--- src/rtl/dts_pkg.sv ---
`timescale 1ns / 1ps
// Shared types, constants and helpers for the deadline task scheduler.
// No dependencies.
package dts_pkg;

    localparam int MAX_TASKS_DEF = 8;
    localparam logic [3:0] NO_TASK = 4'd8;

    localparam int CFG_ADDR_W = 3;
    localparam int CFG_DATA_W = 64;
    localparam int S_TDATA_W  = 8;
    localparam int M_TDATA_W  = 24;

    typedef enum logic [CFG_ADDR_W-1:0] {
        REG_TASK_COUNT = 3'd0,
        REG_POLICY     = 3'd1,
        REG_PERIOD     = 3'd2,
        REG_COST       = 3'd3,
        REG_SCHED_LEN  = 3'd4
    } cfg_reg_t;

    typedef enum logic [4:0] {
        S_IDLE   = 5'b00001,
        S_CHECK  = 5'b00010,
        S_SWEEP  = 5'b00100,
        S_COMMIT = 5'b01000,
        S_OUT    = 5'b10000
    } state_t;

    typedef struct packed {
        logic [7:0] phase;
        logic [7:0] work;
    } entry_t;

    typedef struct packed {
        logic [15:0] tick_index;
        logic        done_res;
        logic        deadline_miss;
        logic        busy_res;
        logic [2:0]  ran_task;
    } result_t;

    function automatic logic [7:0] table_byte(input logic [63:0] tbl, input logic [2:0] k);
        table_byte = tbl[8*k +: 8];
    endfunction

endpackage

--- src/rtl/deadline_task_scheduler.sv ---
`timescale 1ns / 1ps
// Deadline task scheduler top level: EDF/LLF selection over a per-task state memory.
// Depends on dts_pkg.
//
//  channel | ports                         | beat contents (low bit first)
//  --------+-------------------------------+-----------------------------------------------
//  input   | s_tvalid s_tready s_tdata[7:0]| restart
//  result  | m_tvalid m_tready m_tdata[23:0]| ran_task, busy_res, deadline_miss, done_res, tick_index
//  config  | cfg_wr_en cfg_addr cfg_wdata  | register index, data
//
// A tick steps through take beat, check, one sweep step per task in use
// through the single read port of the task memory, commit, result load.
// A halted, finished or taskless tick skips sweep and commit. Reset clears valid flags of all
// entries at once; no clearing pass. One input beat is buffered while a tick runs, and a
// finished result waits in the output register; the engine stalls only at result load.
module deadline_task_scheduler
    import dts_pkg::*;
#(
    parameter int MAX_TASKS = MAX_TASKS_DEF
) (
    input  logic                  aclk,
    input  logic                  aresetn,
    input  logic                  s_tvalid,
    output logic                  s_tready,
    input  logic [S_TDATA_W-1:0]  s_tdata,   // [0] restart
    output logic                  m_tvalid,
    input  logic                  m_tready,
    output logic [M_TDATA_W-1:0]  m_tdata,   // [2:0] ran_task, [3] busy_res,
                                             // [4] deadline_miss, [5] done_res,
                                             // [21:6] tick_index
    input  logic                  cfg_wr_en,
    input  logic [CFG_ADDR_W-1:0] cfg_addr,
    input  logic [CFG_DATA_W-1:0] cfg_wdata
);

    localparam int IDX_W = $clog2(MAX_TASKS);
    localparam int CNT_W = $clog2(MAX_TASKS + 1);

    logic [3:0]  task_count_reg;
    logic        policy_reg;
    logic [63:0] period_reg;
    logic [63:0] cost_reg;
    logic [15:0] sched_len_reg;

    state_t state_reg, state_next;

    logic              in_full_reg;
    logic              in_restart_reg;
    logic              pop;

    logic [3:0]        running_reg;
    logic              halted_reg;
    logic [15:0]       time_reg;

    logic [MAX_TASKS-1:0] entry_valid_reg;
    entry_t            mem [0:MAX_TASKS-1];
    entry_t            rd_data_reg;
    logic              rd_valid_reg;
    logic [IDX_W-1:0]  rd_addr;
    logic              mem_we;
    logic [IDX_W-1:0]  mem_waddr;
    entry_t            mem_wdata;

    logic [IDX_W-1:0]  proc_idx_reg;
    logic              best_vld_reg;
    logic [IDX_W-1:0]  best_idx_reg;
    logic signed [9:0] best_key_reg;
    logic [7:0]        best_work_reg;
    logic [7:0]        best_phase_reg;
    logic              miss_reg;

    result_t           res_reg;
    logic              m_tvalid_reg;
    result_t           m_data_reg;

    logic [CNT_W-1:0]  n_eff;
    logic              last_entry;
    logic              is_done;
    logic              out_free;

    logic [7:0]        cur_phase, cur_work, per, cost, work_rel, phase_adv, best_work_dec;
    logic              entry_miss, take;
    logic signed [9:0] key_base, key;

    assign n_eff = (task_count_reg > 4'(MAX_TASKS)) ? CNT_W'(MAX_TASKS)
                                                    : CNT_W'(task_count_reg);
    assign last_entry = (CNT_W'(proc_idx_reg) + CNT_W'(1)) == n_eff;
    assign is_done    = halted_reg || (time_reg >= sched_len_reg);
    assign out_free   = !m_tvalid_reg || m_tready;
    assign pop        = (state_reg == S_IDLE) && in_full_reg;
    assign s_tready   = !in_full_reg;

    assign m_tvalid = m_tvalid_reg;
    assign m_tdata  = {2'b00, m_data_reg};

    // per-entry release, phase advance and key
    always_comb begin
        cur_phase  = rd_valid_reg ? rd_data_reg.phase : 8'd0;
        cur_work   = rd_valid_reg ? rd_data_reg.work  : 8'd0;
        per        = table_byte(period_reg, 3'(proc_idx_reg));
        cost       = table_byte(cost_reg, 3'(proc_idx_reg));
        entry_miss = (cur_phase == 8'd0) && (cur_work != 8'd0);
        work_rel   = (cur_phase == 8'd0) ? cost : cur_work;
        phase_adv  = (cur_phase >= per) ? 8'd0 : cur_phase + 8'd1;
        key_base   = $signed({2'b00, per}) + 10'sd1 - $signed({2'b00, cur_phase});
        key        = policy_reg ? key_base - $signed({2'b00, work_rel}) : key_base;
        take       = (work_rel != 8'd0) &&
                     (!best_vld_reg || key < best_key_reg ||
                      (key == best_key_reg && 4'(proc_idx_reg) == running_reg));
        best_work_dec = best_work_reg - 8'd1;
    end

    always_comb begin
        state_next = state_reg;
        unique case (state_reg)
            S_IDLE:   if (in_full_reg) state_next = S_CHECK;
            S_CHECK:  state_next = (is_done || n_eff == '0) ? S_OUT : S_SWEEP;
            S_SWEEP:  if (last_entry) state_next = S_COMMIT;
            S_COMMIT: state_next = S_OUT;
            S_OUT:    if (out_free) state_next = S_IDLE;
            default:  state_next = S_IDLE;
        endcase
    end

    // writes during the sweep hit the entry just read, never the next read address;
    // the commit write ends before the next tick issues its first read
    always_comb begin
        rd_addr   = (state_reg == S_SWEEP && !last_entry) ? proc_idx_reg + IDX_W'(1) : '0;
        mem_we    = 1'b0;
        mem_waddr = proc_idx_reg;
        mem_wdata = '{phase: phase_adv, work: work_rel};
        if (state_reg == S_SWEEP) begin
            mem_we = 1'b1;
        end else if (state_reg == S_COMMIT) begin
            mem_we    = !miss_reg && best_vld_reg;
            mem_waddr = best_idx_reg;
            mem_wdata = '{phase: best_phase_reg, work: best_work_dec};
        end
    end

    always_ff @(posedge aclk) begin
        if (mem_we) begin
            mem[mem_waddr] <= mem_wdata;
        end
        rd_data_reg <= mem[rd_addr];
    end

    always_ff @(posedge aclk) begin
        if (!aresetn) begin
            task_count_reg  <= 4'd3;
            policy_reg      <= 1'b0;
            period_reg      <= '0;
            cost_reg        <= '0;
            sched_len_reg   <= 16'd120;
            state_reg       <= S_IDLE;
            in_full_reg     <= 1'b0;
            running_reg     <= NO_TASK;
            halted_reg      <= 1'b0;
            time_reg        <= '0;
            entry_valid_reg <= '0;
            rd_valid_reg    <= 1'b0;
            best_vld_reg    <= 1'b0;
            miss_reg        <= 1'b0;
            m_tvalid_reg    <= 1'b0;
            proc_idx_reg    <= '0;
        end else begin
            if (cfg_wr_en) begin
                unique case (cfg_addr)
                    REG_TASK_COUNT: task_count_reg <= cfg_wdata[3:0];
                    REG_POLICY:     policy_reg     <= cfg_wdata[0];
                    REG_PERIOD:     period_reg     <= cfg_wdata;
                    REG_COST:       cost_reg       <= cfg_wdata;
                    REG_SCHED_LEN:  sched_len_reg  <= cfg_wdata[15:0];
                    default: ;
                endcase
            end

            state_reg <= state_next;

            if (s_tvalid && s_tready) begin
                in_full_reg <= 1'b1;
            end else if (pop) begin
                in_full_reg <= 1'b0;
            end

            if (pop && in_restart_reg) begin
                running_reg     <= NO_TASK;
                halted_reg      <= 1'b0;
                time_reg        <= '0;
                entry_valid_reg <= '0;
            end else if (mem_we) begin
                entry_valid_reg[mem_waddr] <= 1'b1;
            end
            rd_valid_reg <= entry_valid_reg[rd_addr];

            if (state_reg == S_OUT && out_free) begin
                m_tvalid_reg <= 1'b1;
            end else if (m_tvalid_reg && m_tready) begin
                m_tvalid_reg <= 1'b0;
            end

            unique case (state_reg)
                S_CHECK: begin
                    proc_idx_reg <= '0;
                    best_vld_reg <= 1'b0;
                    miss_reg     <= 1'b0;
                    if (!is_done && n_eff == '0) begin
                        time_reg <= time_reg + 16'd1;
                    end
                end
                S_SWEEP: begin
                    proc_idx_reg <= proc_idx_reg + IDX_W'(1);
                    if (entry_miss) begin
                        miss_reg <= 1'b1;
                    end
                    if (take) begin
                        best_vld_reg <= 1'b1;
                    end
                end
                S_COMMIT: begin
                    time_reg <= time_reg + 16'd1;
                    if (miss_reg) begin
                        halted_reg <= 1'b1;
                    end else if (best_vld_reg) begin
                        running_reg <= (best_work_dec == 8'd0) ? NO_TASK : 4'(best_idx_reg);
                    end
                end
                default: ;
            endcase
        end
    end

    always_ff @(posedge aclk) begin
        if (s_tvalid && s_tready) begin
            in_restart_reg <= s_tdata[0];
        end
        if (state_reg == S_SWEEP && take) begin
            best_idx_reg   <= proc_idx_reg;
            best_key_reg   <= key;
            best_work_reg  <= work_rel;
            best_phase_reg <= phase_adv;
        end
        if (state_reg == S_CHECK) begin
            res_reg <= '{tick_index: time_reg, done_res: is_done, deadline_miss: 1'b0,
                         busy_res: 1'b0, ran_task: 3'd0};
        end
        if (state_reg == S_COMMIT) begin
            if (miss_reg) begin
                res_reg.deadline_miss <= 1'b1;
            end else if (best_vld_reg) begin
                res_reg.busy_res <= 1'b1;
                res_reg.ran_task <= 3'(best_idx_reg);
            end
        end
        if (state_reg == S_OUT && out_free) begin
            m_data_reg <= res_reg;
        end
    end

endmodule
--- config.mk ---
export PLATFORM = sky130hd
export DESIGN_NAME = deadline_task_scheduler
export DESIGN_NICKNAME = d
export VERILOG_FILES = /design/src/rtl/dts_pkg.sv /design/src/rtl/deadline_task_scheduler.sv
export SDC_FILE = /design/constraint.sdc
export NUM_CORES = 1
export LEC_CHECK = 0
export CAP_MARGIN = 10
export CORE_ASPECT_RATIO = 1.75
export CORE_MARGIN = 5
export CORE_UTILIZATION = 25
export DETAILED_ROUTE_END_ITERATION = 8
export DONT_BUFFER_PORTS = 1
export PLACE_DENSITY = 0.39
export SLEW_MARGIN = 15
export SYNTH_ARGS = -nofsm -noshare
export SYNTH_HDL_FRONTEND = slang
export SYNTH_SLANG_ARGS = --single-unit
--- constraint.sdc ---
create_clock -name aclk -period 13.85 [get_ports aclk]
set_clock_uncertainty 0.15 [all_clocks]
set_input_delay 1.385 -clock aclk [delete_from_list [all_inputs] [get_ports aclk]]
set_output_delay 1.385 -clock aclk [all_outputs]
set_load 0.005 [all_outputs]
Word-level counts from Yosys, hierarchy flattened:

Memories as Yosys holds them, arrays and structs flattened. A register that Yosys moved wholly into a read port is not among the register bits.
Index checks and enable logic that the tools add are counted.
Widths: inputs -> output; s select.

* register bits: 265
* RAM bits: 128
* input bits: 80
* output and inout bits: 26
* logic and storage cells: 159
* memories: 1

Memories
* mem: words 8, bits a word 16, read ports 1, clocked after memory_dff 1, wr ports 1, line deadline_task_scheduler.sv:56 `entry_t mem [0:MAX_TASKS-1];`

* add/subtract/negate cells: 8
* $lt $le $gt $ge: 7
* equal/unequal tests: 17
* shift operators: 2
* multiplexer cells: 49
* bitwise operators: 2
* reduce and logical (&&, ||, !) cells: 42

Operator list (count)
* $shiftx 64x7->8: 2
* $mux 16: 4
* $mux 4: 8
* $mux 8: 4
* $pmux 16 s2: 1
* $mux 5: 6
* $pmux 5 s5: 1
* $add 16x1->16 const B: 1
* $ge 16x16->1: 1
* $logic_not 8->1: 2
* $mux 1: 16
* $reduce_bool 8->1: 2
* $reduce_and 2->1: 7
* $logic_and 1x1->1: 13
* $eq 10x10->1: 1
* $lt 10x10->1: 1
* $mux 10: 1
* $ne 2x2->1 const B: 5
* $sub 10x9->10: 1
* $sub 9x8->10: 1
* $add 8x1->9 const B: 1
* $mux 3: 3
* $add 8x1->8 const B: 1
* $ge 8x8->1: 1
* other kinds (29): 43

Depth between registers and ports, before layout:

* depth in word-level cells: 11
* depth in mapped cells: 26
* gate-level depth less buffers: 23

Worst setup path before layout:

OpenSTA, ideal clock, no wires.

* kind: register to register
* start point: register proc_idx_reg[0]
* end point: register best_idx_reg[0], enable pin
* library setup time: 0.415 ns
* arrival: 6.647 ns
* required time: 13.285 ns
* setup slack: 6.638 ns
* cell stages (with the launch flop): 26
* buffers on the path: 3
* clock period less this slack: 7.212 ns
* cells stage by stage: dfxtp_1 > buf_2 > buf_2 > buf_2 > mux4_2 > mux2i_1 > ha_1 > inv_1 > ha_1 > inv_1 > fa_1 > inv_1 > ha_1 > nor2b_1 > o21ai_0 > a21boi_0 > o21ai_0 > a21oi_1 > xor2_1 > ha_1 > nand4_1 > a211oi_1 > or3_1 > o211ai_1 > nand3_1 > nor2_1

* longest elaborated chain between the ends: 10
* elaborated cells between the ends (all ways): 16
* classes of those cells: add/sub (3); order compare (1); eq/ne (2); shift (2); mux (2); reduce/logical (6)

Ends and longest elaborated chain
* from (decl): line deadline_task_scheduler.sv:64 `logic [IDX_W-1:0] proc_idx_reg;`
* from (signal assigned): line deadline_task_scheduler.sv:212 `proc_idx_reg <= proc_idx_reg + IDX_W'(1);`
* $shiftx 64x7->8: line dts_pkg.sv:44 `table_byte = tbl[8*k +: 8];`
* $add 8x1->9: line deadline_task_scheduler.sv:105 `key_base = $signed({2'b00, per}) + 10'sd1 - $signed({2'b00, cur_phase});`
* $sub 9x8->10: line deadline_task_scheduler.sv:105
* $sub 10x9->10: line deadline_task_scheduler.sv:106 `key = policy_reg ? key_base - $signed({2'b00, work_rel}) : key_base;`
* $mux 10 *: line deadline_task_scheduler.sv:106
* named net key[8]: line deadline_task_scheduler.sv:83 `logic signed [9:0] key_base, key;`
* $lt 10x10->1 or $eq 10x10->1 (tied branches): line deadline_task_scheduler.sv:108, deadline_task_scheduler.sv:109
* $logic_or 1x1->1 or $logic_and 1x1->1 (tied branches): line deadline_task_scheduler.sv:108, deadline_task_scheduler.sv:109
* $logic_or 1x1->1 *: line deadline_task_scheduler.sv:108 `(!best_vld_reg || key < best_key_reg ||`
* $logic_and 1x1->1 *: line deadline_task_scheduler.sv:107 `take = (work_rel != 8'd0) &&`
* $logic_and 1x1->1 *: line deadline_task_scheduler.sv:237 `if (state_reg == S_SWEEP && take) begin`
* to (signal assigned): line deadline_task_scheduler.sv:238 `best_idx_reg <= proc_idx_reg;`
* to (decl): line deadline_task_scheduler.sv:66 `logic [IDX_W-1:0] best_idx_reg;`

The timed path passes the listed nets; every way through them passes the cells marked *.
A chain may end at the register's enable or synchronous reset.

Worst setup path after layout:

* start point: register proc_idx_reg[0]
* end point: register best_phase_reg[1], enable pin

* longest elaborated chain between the ends: 10
* elaborated cells between the ends (all ways): 16
* classes of those cells: add/sub (3); order compare (1); eq/ne (2); shift (2); mux (2); reduce/logical (6)

Ends and longest elaborated chain
* $shiftx 64x7->8: line dts_pkg.sv:44
* $add 8x1->9: line deadline_task_scheduler.sv:105
* $sub 9x8->10: line deadline_task_scheduler.sv:105
* $sub 10x9->10: line deadline_task_scheduler.sv:106
* $mux 10 *: line deadline_task_scheduler.sv:106
* named net key[9]: line deadline_task_scheduler.sv:83
* $lt 10x10->1 or $eq 10x10->1 (tied branches): line deadline_task_scheduler.sv:108, deadline_task_scheduler.sv:109
* $logic_or 1x1->1 or $logic_and 1x1->1 (tied branches): line deadline_task_scheduler.sv:108, deadline_task_scheduler.sv:109
* $logic_or 1x1->1 *: line deadline_task_scheduler.sv:108
* $logic_and 1x1->1 *: line deadline_task_scheduler.sv:107
* $logic_and 1x1->1 *: line deadline_task_scheduler.sv:237
* to (signal assigned): line deadline_task_scheduler.sv:241 `best_phase_reg <= phase_adv;`
* to (decl): line deadline_task_scheduler.sv:69 `logic [7:0] best_phase_reg;`

Marks and branches as above.

==> results_dict.tcl <==
set metrics [dict create \
    root_buffer "clkbuf_16" \
    ctsLongestPathBuffers 3 \
    drt-pass1-iter-count 5 \
    ys.flop_type "dfxtp_1" \
    netlist_instances 1780 \
    grtUsageMet3 0.0220 \
    p_int_mw 1.95 \
    ys_types 83 \
    vdd_drop_max_uv 87.5 \
    synth_edf_count 197 \
    rows 132 \
    yosys.area.top_type "edfxtp_1" \
    antenna_left 0 \
    die_width_um 216 \
    area_growth_pct 12.3 \
    antenna_found_initial 0 \
    crit_path_max_fanout 37 \
    synth_seq_cells 409 \
    fin_cells 2713 \
    report.final.slew_viol_count 0 \
    min_path_type "reg2reg" \
    ys.warnings.count 0 \
    yosysMostFrequentCell "nand2_1" \
    drt_iter0_drc 773 \
    grt_pass1_wl_mm 84.1 \
    insertion_delay_ps 560 \
    post-place-ws_ps 6100 \
    startpoint_type "flip-flop" \
    core_area_mm2 0.0738 \
    reg2reg_from "proc_idx_reg[0]" \
    finalNetCount 1890 \
    fmax_ghz 0.132 \
    synth.area.mux_share 0.0650 \
    cts_setup_buffers 0 \
    reg2reg_to "best_phase_reg[1]" \
    tightest_slew_ps 1100 \
    placed_area_mm2 0.0195 \
    hold_viol_final 0 \
    cts_tree "built" \
    crit_type "reg2reg" \
    synth_top_area_frac 0.318 \
    cts.sinks 409 \
    design.portCount 106 \
    drive_gt1_frac 0.0963 \
    synth_adder_area_share 0.0461 \
    max_stage_delay_ps 650 \
    outcome "finished clean" \
    hold_path.startpoint "res_reg[15]" \
    grt_pass1_vias 13200 \
    reg2reg_setup_slack_ps 6290 \
    die_y_um 371 \
    period_share 0.546 \
    synth_xor_area_frac 0.0151 \
    cp.required_ps 13920 \
    groute.usage.overall 0.136 \
    netlist_top_cells_count "nand2_1, dfxtp_1, edfxtp_1, a21oi_1, nor2_1" \
    globalplace.congestion 0.779 \
    combPwrFrac 0.043 \
    ctsResizeCount 0 \
    vias 13000 \
    ys_async_sr_fraction 0 \
    busiest_layer "met2" \
    max-slew-margin-rel 0.258 \
    use_met2 0.260 \
    yosysSeqAreaShare 0.547 \
    power.density_mw_per_mm2 121 \
    setup_tns_ps 0 \
    cpMaxStageDelayCell "buf_4" \
    place.port_buffers 0 \
    worstHoldEndpoint "m_tdata[15]" \
    yosys-top-cells-area "edfxtp_1, dfxtp_1, nand2_1" \
    wl_per_cell_um 20.5 \
    cp.arrival_ps 7630 \
    maxCapViolCount 0 \
    die-area_mm2 0.0801 \
    post-route-min-period_ps 7560 \
    antenna_cells 0 \
    grt.overflow.total 0 \
    synth_compound_area_frac 0.132 \
    cts_hold_buf 0 \
    cts.clk_slew.worst_paths_ps 60 \
    grt_use_met1 0.151 \
    via_per_inst 4.80 \
    setup_viol 0 \
    drt-total-wl_mm 55.6 \
    p_leak_nw 6.84 \
    swShare 0.225 \
    dp.cells 2640 \
    r2r_cells 25 \
    cpMostUsedCell "ha_1" \
    power_switching_mw 0.568 \
    synth_area_mm2 0.0186 \
    clockPowerShare 0.449 \
    n_fill_cell 7624 \
    final_area_mm2 0.0209 \
    largest_reg_flops 128 \
    grt_max_degree 94 \
    p_seq_frac 0.508 \
    setup_ws_ps 6290 \
    synth_top_family_by_area "simple AND/OR/NAND/NOR gates" \
    cts_buffers 40 \
    start_util 0.252 \
    synthSimpleGateAreaFrac 0.156 \
    hold_ws_ps 268 \
    holdPathStages 0 \
    end_kind "flip-flop" \
    htree_num_levels 2 \
    synth_area_per_cell_um2 10.4 \
    rsz0062_at_grt "false" \
    drc 0 \
    dpl.hpwl_mm 38.8 \
]
[layout make-up]
| cell class | instances | area, um^2 | area share |
|---|---|---|---|
| clock buffer | 51 | 1100 | 0.0530 |
| clock inverter | 22 | 234 | 0.0112 |
| timing repair buffer | 22 | 165 | 0.00792 |
| sequential | 409 | 10200 | 0.487 |
| multi-input combinational | 1194 | 7720 | 0.370 |
| tap | 938 | 1170 | 0.0563 |
| inverter | 77 | 294 | 0.0141 |
[cells in the final DEF (no fill, tap or decap), drive strengths merged, types with 4 or more instances in the layout]
cell type	n
a211oi	10
a21o	16
a21oi	176
a22oi	5
a31oi	14
and2	5
and3	6
buf	22
bufinv	4
clkbuf	51
clkinv	15
dfxtp	212
edfxtp	197
fa	4
ha	62
inv	78
mux2	19
mux2i	25
mux4	33
nand2	368
nand2b	12
nand3	47
nand3b	5
nand4	26
nor2	83
nor2b	11
nor3	31
nor3b	16
nor4	5
o211ai	11
o21a	14
o21ai	45
o221ai	33
o22ai	11
o31ai	10
or2	5
or3	5
or4	6
xnor2	20
xor2	9
[per-stage QoR]
stage / util / power [mW]
2_1_floorplan: - / 1.39
3_3_place_gp: 0.264 / 1.42
3_5_place_dp: 0.264 / 1.42
4_1_cts: 0.283 / 2.56
5_1_grt: 0.283 / 2.62
6_report: 0.283 / 2.52
[critical path: cells and delay by family, from the launching register on]
kind	cells	cell delay, ps
compound gates	6	830
xor+xnor	2	550
fa+ha+maj	5	1510
buf+inv	4	1160
flops	1	580
mux	2	940
simple gates	6	1440
[power by group through the flow]
stage | Sequential (mW) | Combinational [mW] | Clock [mW]
global route | 1.28 | 0.123 | 1.22
finish | 1.28 | 0.109 | 1.13
CTS | 1.28 | 0.112 | 1.17
detailed placement | 1.31 | 0.111 | 0
floorplan | 1.30 | 0.0830 | 0
global placement | 1.31 | 0.110 | 0
[per-layer routing]
layer | wire, um | vias to the layer above
met5 | 0 | -
met4 | 1870 | 0
met3 | 2310 | 77
met2 | 30100 | 247
met1 | 21300 | 6373
li1 | - | 6317
[how the worst max path moves through the flow]
stage,startpoint,to,slack [ps],cells after the start
floorplan,proc_idx_reg[0],best_idx_reg[0],6640,25
global placement,proc_idx_reg[0],best_phase_reg[2],6150,25
detailed placement,proc_idx_reg[0],best_phase_reg[4],6100,25
CTS,proc_idx_reg[0],best_work_reg[1],6060,25
global route,proc_idx_reg[0],best_phase_reg[1],5600,24
finish,proc_idx_reg[0],best_phase_reg[1],6290,25
[cell families (layout without fill, tap and decap cells)]
family,count (synthesis),after routing
AOI/OAI and AO/OA,382,382
xor gates and xnor gates,29,29
adders and majority gates,66,66
buffers and inverters,178,172
DFF,409,409
muxes,77,77
other,1,2
and+or+nand+nor,638,638
No activity file was read; power rests on OpenSTA's default activity.
